`src/rtl/pspht_pkg.sv`:
```
// Package: widths, codes and state encoding for the point sprite pick hit test.
`timescale 1ns / 1ps
package pspht_pkg;
   localparam int unsigned DefMaxPoints = 65536;
   localparam int unsigned NumRegs      = 8;
   localparam int unsigned RegWidth     = 64;
   localparam int unsigned RegIdxWidth  = 3;
   localparam int unsigned ReqDataWidth = 128;
   localparam int unsigned RspDataWidth = 16;
   localparam int unsigned IndexWidth   = 16;
   localparam int unsigned DivWidth     = 64;

   typedef enum logic [2:0] {
      REG_MX_LO = 3'd0, REG_MX_HI = 3'd1, REG_MY_LO = 3'd2, REG_MY_HI = 3'd3,
      REG_MW_LO = 3'd4, REG_MW_HI = 3'd5, REG_PANEL = 3'd6, REG_REQPOS = 3'd7
   } reg_idx_type;

   typedef enum logic [3:0] {
      ST_IDLE, ST_MUL, ST_SUM, ST_DIVX, ST_DIVY, ST_PX, ST_PY, ST_TEST, ST_OUT
   } state_type;

   // 32x32 signed product
   typedef logic signed [63:0] prod_type;

   typedef struct packed {
      logic start;
      logic signed [DivWidth-1:0] num;
      logic signed [DivWidth-1:0] den;
   } div_req_type;

   typedef struct packed {
      logic done;
      logic signed [DivWidth-1:0] quo;
   } div_rsp_type;

   function automatic logic signed [33:0] sat32(input logic signed [65:0] v);
      if (v > 66'sd2147483647) return 34'sd2147483647;
      if (v < -66'sd2147483648) return -34'sd2147483648;
      return v[33:0];
   endfunction
endpackage

```
`src/rtl/pspht_div.sv`:
```
// Iterative signed divider, truncating toward zero, one quotient bit per cycle.
`timescale 1ns / 1ps
module pspht_div (
   input  logic                   clock,
   input  logic                   reset,
   input  pspht_pkg::div_req_type div_req,
   output pspht_pkg::div_rsp_type div_rsp
);
   import pspht_pkg::*;
   localparam int unsigned CntWidth = $clog2(DivWidth + 1);

   logic                 busy_ff, busy_in;
   logic [CntWidth-1:0]  cnt_ff, cnt_in;
   logic [DivWidth-1:0]  rem_ff, rem_in, quo_ff, quo_in, den_ff, den_in;
   logic                 neg_ff, neg_in, done_ff, done_in;
   logic [DivWidth:0]    trial;
   logic [DivWidth-1:0]  shifted;

   always_comb begin
      busy_in = busy_ff;
      cnt_in  = cnt_ff;
      rem_in  = rem_ff;
      quo_in  = quo_ff;
      den_in  = den_ff;
      neg_in  = neg_ff;
      done_in = 1'b0;
      shifted = {rem_ff[DivWidth-2:0], quo_ff[DivWidth-1]};
      trial   = {1'b0, shifted} - {1'b0, den_ff};
      if (div_req.start) begin
         busy_in = 1'b1;
         cnt_in  = CntWidth'(DivWidth);
         rem_in  = '0;
         quo_in  = div_req.num[DivWidth-1] ? -div_req.num : div_req.num;
         den_in  = div_req.den[DivWidth-1] ? -div_req.den : div_req.den;
         neg_in  = div_req.num[DivWidth-1] ^ div_req.den[DivWidth-1];
      end else if (busy_ff) begin
         // shift one bit of the dividend in, subtract where it fits
         if (!trial[DivWidth]) begin
            rem_in = trial[DivWidth-1:0];
            quo_in = {quo_ff[DivWidth-2:0], 1'b1};
         end else begin
            rem_in = shifted;
            quo_in = {quo_ff[DivWidth-2:0], 1'b0};
         end
         cnt_in = cnt_ff - 1'b1;
         if (cnt_ff == CntWidth'(1)) begin
            busy_in = 1'b0;
            done_in = 1'b1;
         end
      end
   end

   always_ff @(posedge clock) begin
      if (reset) begin
         busy_ff <= 1'b0;
         done_ff <= 1'b0;
         cnt_ff  <= '0;
      end else begin
         busy_ff <= busy_in;
         done_ff <= done_in;
         cnt_ff  <= cnt_in;
      end
      rem_ff <= rem_in;
      quo_ff <= quo_in;
      den_ff <= den_in;
      neg_ff <= neg_in;
   end

   assign div_rsp.done = done_ff;
   assign div_rsp.quo  = neg_ff ? -quo_ff : quo_ff;
endmodule

```
`config.mk`:
```
export PLATFORM = sky130hd
export DESIGN_NAME = pspht_div
export DESIGN_NICKNAME = d
export VERILOG_FILES = /design/src/rtl/pspht_pkg.sv /design/src/rtl/pspht_div.sv
export SDC_FILE = /design/constraint.sdc
export NUM_CORES = 1
export LEC_CHECK = 0
export ABC_AREA = 0
export BUFFER_PORTS_ARGS = -buffer_cell sky130_fd_sc_hd__buf_4
export CORE_UTILIZATION = 60
export DETAILED_ROUTE_END_ITERATION = 8
export PLACE_DENSITY_LB_ADDON = 0.08
export SLEW_MARGIN = 40
export SYNTH_ARGS = -nofsm -noshare
export SYNTH_HDL_FRONTEND = slang
export SYNTH_SLANG_ARGS = --single-unit
```
`constraint.sdc`:
```
create_clock -name clock -period 4.8 [get_ports clock]
set_clock_uncertainty 0.05 [all_clocks]
set_input_delay 0.48 -clock clock [delete_from_list [all_inputs] [get_ports clock]]
set_output_delay 0.48 -clock clock [all_outputs]
set_load 0.005 [all_outputs]
```
==> impl_metrics.json, run 1 <==
{
  "synthTopCellsByCount": "nor2_1, a21oi_1, xnor2_1",
  "htreeDepth": 1,
  "cts_tree": "yes",
  "clk_latency_ns": 0.51,
  "cp-end-kind": "output port",
  "power.leakage_uw": 0.00699,
  "vias": 13700,
  "multi_input_area_mm2": 0.00916,
  "initial_core_util_pct": 61.6,
  "drive_above_1_share_pct": 14.3,
  "die_height_um": 161,
  "drtAntennaViolNets": 0,
  "cts_hold_buffers": 0,
  "maxCapViolCount": 0,
  "crit_arrival_ns": 4.05,
  "synth_most_common_cell": "nor2_1",
  "netlist_area_mm2": 0.0151,
  "grt.overflow.total": 0,
  "hold_ws_ns": 0.0921,
  "synthCells": 1781,
  "finalWeightedCongestion": 0.894,
  "min-delay-start": "reset",
  "synth_top_cell_area_share_pct": 25.6,
  "grt_pass1_wl_mm": 62.3,
  "power_switching_uw": 1650,
  "clockRootBuffer": "clkbuf_16",
  "syn_area_per_cell_um2": 8.49,
  "grt_pass1_vias": 12900,
  "drc": 0,
  "design.core.area_mm2": 0.0245,
  "clock_tree.buffer_depth": 3,
  "status": "completed",
  "worstHoldEndpoint": "busy_ff",
  "numPortBuffers": 195,
  "post-cts-setup-buffers": 0,
  "comb_power_share_pct": 27.8,
  "p_int_uw": 3780,
  "antenna_cells": 0,
  "fin_crit_ns": 4.58,
  "critical_path.startpoint": "quo_ff[10]",
  "tightest_slew_ns": 0.831,
  "slew_headroom_pct": 44.6,
  "via_per_inst": 6.05,
  "yosys_warnings": 0,
  "grt_antenna_before_repair": 0,
  "ctsResizeCount": 0,
  "finalHoldViolCount": 0,
  "fin_tns_setup_ns": 0,
  "dp.cells": 2229,
  "wl_mm": 38.2,
  "rr_startpoint": "quo_ff[63]",
  "pwr_density_cell_mw_per_mm2": 309,
  "die-area_mm2": 0.0258,
  "min_path_type": "input pin to flip-flop",
  "clock_power_share_pct": 32.2,
  "wire_per_inst_um": 16.8,
  "ys_ff_latch": 201,
  "nets": 2131,
  "register_area_mm2": 0.00532,
  "ir_drop_uv": 225,
  "slew_viol_final": 0,
  "cp.required_ns": 4.27,
  "synth_seq_area_share_pct": 35.1,
  "grt_setup_unrepaired": "no",
  "synth-edff-count": 129,
  "clk_pin_slew_ns": 0.06,
  "yosysTopAreaCell": "edfxtp_1",
  "cts_made_buffers": 23,
  "num_io_pins": 196,
  "synthToLayoutAreaGrowth_pct": 16.4,
  "pwr-share-seq_pct": 40.0,
  "syn-num-nets": 1982,
  "hold_depth": 2,
  "rows": 57,
  "post-dp-hpwl_mm": 28.4,
  "path_class": "flip-flop to output port",
  "r2r-end": "rem_ff[46]",
  "drt_first_pass_iters": 6,
  "final-setup-viol-count": 0,
  "ff2ff_path_depth": 14,
  "drtIter0Drc": 1234,
  "clock-sinks": 201,
  "startpoint_type": "flip-flop",
  "r2r_slack_ns": 0.51,
  "async_flop_share_pct": 0,
  "synth.distinct_cells": 69,
  "ys.flop_type": "edfxtp_1",
  "synth.area.top_cells": "edfxtp_1, xnor2_1, dfxtp_1, a21oi_1, ha_1",
  "die_w_um": 161,
  "grt_max_degree": 90,
  "worstPathMaxFanout": 6,
  "max_freq_mhz": 218,
  "swShare_pct": 30.4,
  "track_usage_pct": 29.1,
  "finalCritPeriodShare_pct": 95.4,
  "final-instance-count-excl-fill": 2270,
  "fill_cells": 1952
}
power by group through the flow:
stage	logic (uW)	clock network, uW	registers, uW
2_1_floorplan	974	0	2150
3_3_place_gp	1450	0	2200
3_5_place_dp	1480	0	2200
4_1_cts	1500	1770	2170
5_1_grt	1660	1840	2190
6_report	1510	1750	2170
state kept, by name, summed over array words and instances (netlist names):
signal and count:
cnt_ff 7, den_ff 64, quo_ff 64, done_ff 1
rem_ff 63, busy_ff 1, neg_ff 1
cells by family (layout without fill, tap and decap cells):
family / after synthesis / in the layout / synth area share (%)
buffers and inverters: 181 / 346 / 4.54
muxes: 14 / 14 / 0.927
adders and majority gates: 70 / 70 / 5.84
DFF: 201 / 201 / 35.1
and+or+nand+nor: 522 / 522 / 16.6
AOI/OAI and AO/OA: 544 / 544 / 22.6
xor gates and xnor gates: 249 / 249 / 14.4
cells in the final DEF (no fill, tap or decap), drive strengths merged, types with 4 or more instances in the layout:
master  Yosys  final
edfxtp    129    129
and3        5      5
nor2      190    190
a211oi     32     32
a21oi     173    173
buf         6    208
or4        29     29
a21boi      4      4
xnor2     168    168
nand3      19     19
or2        15     15
nor3       25     25
and2        5      5
clkbuf     78     33
ha         69     69
nand2     136    136
a31oi      11     11
o31ai      56     56
a21o       27     27
mux2i      14     14
dfxtp      72     72
o21ai     145    145
o21bai     16     16
xor2       81     81
nand2b     19     19
a32oi      16     16
nor2b       7      7
nor4       14     14
nand4      14     14
o41ai      30     30
or3        34     34
inv        97     97
worst max path at each step:
stage | slack [ns] | end
3_5_place_dp | 0.58 | div_rsp[57]
6_report | 0.22 | div_rsp[63]
4_1_cts | 0.03 | div_rsp[57]
5_1_grt | 0.04 | div_rsp[62]
3_3_place_gp | 0.66 | div_rsp[57]
2_1_floorplan | 1.12 | div_rsp[57]
area by class of cell:
type / instances / share of cell area, %
Tap cell: 324 / 2.30
Timing Repair Buffer: 208 / 9.06
Sequential cell: 201 / 30.2
Clock buffer: 33 / 3.72
Inverter: 97 / 2.07
Multi-Input combinational cell: 1399 / 52.1
Clock inverter: 8 / 0.576
stage by stage:
stage,setup WS [ns],power (uW),util [%],area [um2]
after global placement,0.661,3650,68.3,16800
after CTS,0.0338,5440,71.6,17600
after detailed placement,0.576,3690,68.5,16800
final,0.221,5430,71.7,17600
after floorplan,1.12,3130,-,15100
after global routing,0.0391,5700,71.7,17600
routing by layer:
layer	global-route usage (%)	wire, um
met1	40.5	17200
met2	48.7	17700
met3	3.46	2760
met4	6.09	510
met5	0	0
worst max-delay path, stage by stage (launching register included):
cell and delay [ns]:
edfxtp_1 0.46, or4_1 0.61, nor3_2 0.23, nand2_1 0.16
or2_1 0.28, or3_1 0.43, or3_4 0.40, nor3_4 0.19
nand3_1 0.17, o31ai_1 0.29, xnor2_1 0.17, buf_4 0.14
Power figures use the tool's default switching activity.
==> run 2, diff against run 1 <==
--- a/config.mk
+++ b/config.mk
@@ -7,8 +7,9 @@
 export LEC_CHECK = 0
 export ABC_AREA = 0
 export BUFFER_PORTS_ARGS = -buffer_cell sky130_fd_sc_hd__buf_4
-export CORE_UTILIZATION = 60
+export CORE_UTILIZATION = 50
 export DETAILED_ROUTE_END_ITERATION = 8
+export GPL_TIMING_DRIVEN = 0
 export PLACE_DENSITY_LB_ADDON = 0.08
 export SLEW_MARGIN = 40
 export SYNTH_ARGS = -nofsm -noshare
==> run 2 against run 1 <==
  * Clock-buffer cell count is 4 lower
  * Register-to-register slack worse by 0.19 ns
  * Largest cell class unchanged
  * Clock power is 7% higher
  * First-iteration DRC count is 12% higher
  * Non-clock buffer count is 76 higher
  * Design area is 2.4% higher
  * Worst hold slack better by 0.019 ns
  * Flip-flop and latch count stayed put
==> impl_metrics.json, run 2 (synthesis gave the netlist of run 1 again) <==
{
  "min-delay-start": "div_req[0]",
  "clock-sinks": 201,
  "drtAntennaViolNets": 0,
  "fin_tns_setup_ns": 0,
  "wl_mm": 44.2,
  "cts_hold_buffers": 0,
  "hold_depth": 1,
  "slew_headroom_pct": 45.8,
  "cts_tree": "yes",
  "finalHoldViolCount": 0,
  "post-dp-hpwl_mm": 34.3,
  "rows": 63,
  "design.core.area_mm2": 0.0297,
  "track_usage_pct": 28.1,
  "reg_top3": "den_ff: 64 flops, quo_ff: 64 flops, rem_ff: 63 flops",
  "maxCapViolCount": 0,
  "grt_pass1_vias": 13300,
  "num_io_pins": 196,
  "clk_latency_ns": 0.52,
  "grt_setup_unrepaired": "yes",
  "crit_buf_inv": 2,
  "path_class": "flip-flop to output port",
  "path_delay_family": "simple AND/OR/NAND/NOR gates",
  "fin_crit_ns": 4.63,
  "utilization_pct": 60.7,
  "die_height_um": 176,
  "finalCritPeriodShare_pct": 96.4,
  "drtIter0Drc": 1382,
  "cp-end-kind": "output port",
  "r2r_slack_ns": 0.32,
  "swShare_pct": 30.9,
  "gr-usage-met3_pct": 3.01,
  "antenna_cells": 0,
  "drive_above_1_share_pct": 14.2,
  "worstHoldEndpoint": "den_ff[0]",
  "final-setup-viol-count": 0,
  "worstPathMaxFanout": 6,
  "grt_pass1_wl_mm": 69.5,
  "cp.required_ns": 4.27,
  "busiest_layer": "met2",
  "fill_cells": 2667,
  "grt.overflow.total": 0,
  "r2r-end": "rem_ff[59]",
  "htreeDepth": 1,
  "cp_slowest_cell": "or4_4",
  "pwr-share-seq_pct": 38.7,
  "cts_made_buffers": 23,
  "nets": 2207,
  "vias": 14100,
  "placed_area_mm2": 0.0171,
  "startpoint_type": "flip-flop",
  "clk_pin_slew_ns": 0.06,
  "use_met1_pct": 37.9,
  "comb_power_share_pct": 28.0,
  "grt_max_degree": 69,
  "numPortBuffers": 193,
  "min_path_type": "input pin to flip-flop",
  "pwr_density_cell_mw_per_mm2": 311,
  "slew_viol_final": 0,
  "p_int_uw": 3870,
  "crit_arrival_ns": 4.10,
  "clockRootBuffer": "clkbuf_16",
  "initial_core_util_pct": 50.9,
  "globalRouteMet2Util_pct": 48.1,
  "most-common-layout-cells": "buf_4, nor2_1, a21oi_1",
  "die_w_um": 176,
  "rr_startpoint": "quo_ff[63]",
  "max_freq_mhz": 216,
  "via_per_inst": 5.84,
  "grt_antenna_before_repair": 1,
  "clock_power_share_pct": 33.3,
  "path_cells": "or4_4, nor3_4, nand2_2, or2_1, or3_1, or3_1, clkbuf_1, nor3_4, nand2_1, o41ai_2, xnor2_1, buf_4",
  "place_ws_ns": 0.153,
  "die-area_mm2": 0.0309,
  "wire_per_inst_um": 18.3,
  "clock_tree.buffer_depth": 3,
  "ir_drop_uv": 211,
  "power.leakage_uw": 0.00712,
  "slowest_delay_ns": 0.59,
  "power_switching_uw": 1730,
  "fin_ws_ns": 0.174,
  "status": "completed",
  "final_cell_area_mm2": 0.0180,
  "final_common_cell": "buf_4",
  "synthToLayoutAreaGrowth_pct": 19.2,
  "p_total_uw": 5600,
  "tightest_slew_ns": 0.813,
  "ff2ff_path_depth": 15,
  "drc": 0,
  "drt_first_pass_iters": 6,
  "finalWeightedCongestion": 0.944
}
-- run 2: per-stage QoR --
stage | std cells | hold WS (ns)
5_1_grt | 2412 | 0.0993
6_report | 2412 | 0.111
3_5_place_dp | 2365 | 0.431
4_1_cts | 2406 | 0.0984
3_3_place_gp | 2364 | 0.416
2_1_floorplan | 1781 | 0.392
-- run 2: worst max path at each step --
| stage | end | startpoint | depth (start not counted) | slack [ns] |
|---|---|---|---|---|
| after global routing | div_rsp[61] | quo_ff[11] | 12 | -0.01 |
| after global placement | quo_ff[48] | div_req[128] | 5 | 0.01 |
| after detailed placement | rem_ff[50] | quo_ff[63] | 15 | 0.15 |
| after floorplan | div_rsp[57] | quo_ff[10] | 11 | 1.12 |
| final | div_rsp[57] | quo_ff[11] | 12 | 0.17 |
| after CTS | div_rsp[60] | quo_ff[5] | 12 | 0.02 |
-- run 2: power groups by stage --
stage / clock network [uW] / registers [uW] / logic, uW
global placement: 0 / 2200 / 1520
finish: 1870 / 2170 / 1570
global route: 1960 / 2190 / 1730
floorplan: 0 / 2150 / 974
CTS: 1890 / 2160 / 1550
detailed placement: 0 / 2200 / 1540
-- run 2: final cells by class --
type	count	area (um2)	share of cell area [%]
clock buffers	29	629	3.49
plain buffers	84	327	1.81
flip-flops and latches	201	5320	29.5
well taps	390	488	2.71
repair buffers	200	1520	8.42
inverters	97	367	2.03
clock inverters	12	161	0.895
multi-input cells	1399	9220	51.2
-- run 2: timing repair --
item | 4_1_cts | 5_1_grt
setup buffers | 0 | 6
endpoints found under the setup margin | 7 | 24
resized for setup | 3 | 15
pin swaps | 0 | 0
cloned | 0 | 0
-- run 2: layer usage --
| layer | vias up | share of wire [%] |
|---|---|---|
| met3 | 59 | 5.8 |
| met5 | - | 0 |
| met1 | 6654 | 45 |
| li1 | 6919 | - |
| met2 | 450 | 47 |
| met4 | 0 | 1.8 |
==> run 3, diff against run 2 <==
--- a/config.mk
+++ b/config.mk
@@ -11,6 +11,7 @@
 export DETAILED_ROUTE_END_ITERATION = 8
 export GPL_TIMING_DRIVEN = 0
 export PLACE_DENSITY_LB_ADDON = 0.08
+export SETUP_SLACK_MARGIN = 0.3
 export SLEW_MARGIN = 40
 export SYNTH_ARGS = -nofsm -noshare
 export SYNTH_HDL_FRONTEND = slang
==> run 3 against run 2 <==
  * First-iteration DRC count decreased by 11%
  * Core utilization up 0.94 points
  * Setup slack better by 0.23 ns
  * Sequential share of layout area fell by 0.45 points
  * Sequential power about the same
  * Cell count rose by 0.70%
  * Critical path type unchanged
  * Largest cell class unchanged
==> impl_metrics.json, run 3 (synthesis gave the netlist of run 1 again) <==
{
  "tightest_slew_ns": 0.890,
  "drtIter0Drc": 1235,
  "rows": 63,
  "synthToLayoutAreaGrowth_pct": 21.0,
  "min-delay-start": "reset",
  "most-common-layout-cells": "buf_4, nor2_1, a21oi_1",
  "htreeDepth": 1,
  "num_io_pins": 196,
  "reg_top3": "den_ff: 64 flops, quo_ff: 64 flops, rem_ff: 63 flops",
  "final-instance-count-excl-fill": 2429,
  "final_common_cell": "buf_4",
  "utilization_pct": 61.6,
  "wl_mm": 44.7,
  "path_class": "flip-flop to output port",
  "status": "completed",
  "vias": 14100,
  "r2r-end": "rem_ff[59]",
  "drtAntennaViolNets": 0,
  "die_height_um": 176,
  "max_freq_mhz": 227,
  "cts_hold_buffers": 0,
  "crit_arrival_ns": 3.87,
  "cp-end-kind": "output port",
  "initial_core_util_pct": 50.9,
  "p_total_uw": 5640,
  "cts_made_buffers": 23,
  "die_w_um": 176,
  "grt_setup_unrepaired": "yes",
  "numPortBuffers": 193,
  "pwr_density_cell_mw_per_mm2": 308,
  "finalCritPeriodShare_pct": 91.7,
  "clk_pin_slew_ns": 0.06,
  "drive_above_1_share_pct": 15.8,
  "maxCapViolCount": 0,
  "wire_per_inst_um": 18.4,
  "worstPathMaxFanout": 4,
  "die-area_mm2": 0.0309,
  "r2r_slack_ns": 0.61,
  "hold_depth": 2,
  "nets": 2224,
  "clock-sinks": 201,
  "design.core.area_mm2": 0.0297,
  "slew_viol_final": 0,
  "final-setup-viol-count": 0,
  "grt_pass1_vias": 13400,
  "finalHoldViolCount": 0,
  "ff2ff_path_depth": 15,
  "ir_drop_uv": 210,
  "critical_path.startpoint": "quo_ff[11]",
  "grt_pass1_wl_mm": 70.0,
  "drc": 0,
  "post-dp-hpwl_mm": 34.3,
  "startpoint_type": "flip-flop",
  "cp.required_ns": 4.27,
  "track_usage_pct": 28.4,
  "dp.cells": 2365,
  "grt.overflow.total": 0,
  "antenna_cells": 0,
  "cp-endpoint": "div_rsp[61]",
  "clk_latency_ns": 0.52,
  "fill_cells": 2635,
  "cts_tree": "yes",
  "fin_crit_ns": 4.40,
  "clock_tree.buffer_depth": 3,
  "power.leakage_uw": 0.00729,
  "grt_antenna_before_repair": 1,
  "rr_startpoint": "quo_ff[63]",
  "drt_first_pass_iters": 6,
  "via_per_inst": 5.82,
  "grt_max_degree": 69,
  "finalWeightedCongestion": 0.944,
  "fin_tns_setup_ns": 0,
  "slew_headroom_pct": 40.7,
  "clockRootBuffer": "clkbuf_16",
  "min_path_type": "input pin to flip-flop"
}
[run 3: through the flow]
step | hold WS (ns) | area [um2] | setup WS (ns)
global route | 0.0993 | 18300 | 0.265
detailed placement | 0.431 | 17100 | 0.153
floorplan | 0.392 | 15100 | 1.12
finish | 0.111 | 18300 | 0.399
CTS | 0.0984 | 18200 | 0.268
global placement | 0.416 | 17100 | 0.0125
[run 3: worst min-delay path by stage]
stage                      end  slack [ns]
floorplan           rem_ff[62]        0.39
global placement    rem_ff[62]        0.42
detailed placement  rem_ff[62]        0.43
CTS                  cnt_ff[6]         0.1
global route         den_ff[0]         0.1
finish               cnt_ff[6]        0.11
[run 3: where the power goes]
| part | total (uW) | internal [uW] | switching [uW] |
|---|---|---|---|
| Combinational | 1610 | 717 | 888 |
| Sequential | 2170 | 2030 | 134 |
| Clock | 1870 | 1140 | 730 |
[run 3: routing by layer]
layer / GRT usage [%] / vias to the layer above / routed length (um)
met2: 48.5 / 490 / 21100
met1: 37.9 / 6620 / 19800
met3: 3.35 / 73 / 2820
li1: - / 6946 / -
met5: 0 / - / 0
met4: 7.61 / 0 / 1070
[run 3: area by class of cell]
class	instances	area (um2)	area share, %
inverters	97	367	2.00
clock inverters	12	161	0.882
well taps	390	488	2.67
multi-input cells	1399	9360	51.1
repair buffers	217	1650	9.01
clock buffers	29	629	3.44
flip-flops and latches	201	5320	29.0
plain buffers	84	340	1.86
[run 3: worst max-delay path, cell delays in order, from the launching register on]
cell and delay, ns:
edfxtp_1 0.38, or4_4 0.58, nor3_4 0.18, nand2_2 0.09
or2_4 0.25, or3_4 0.39, or3_1 0.33, clkbuf_8 0.16
nor3_4 0.22, nand3_4 0.16, o31ai_4 0.27, xnor2_1 0.19
buf_4 0.16
[run 3: repair_timing]
item                       CTS  global route
pin swaps                    9             9
buffers inserted            14             9
gates resized for setup     31            22
setup endpoints to repair   24            49
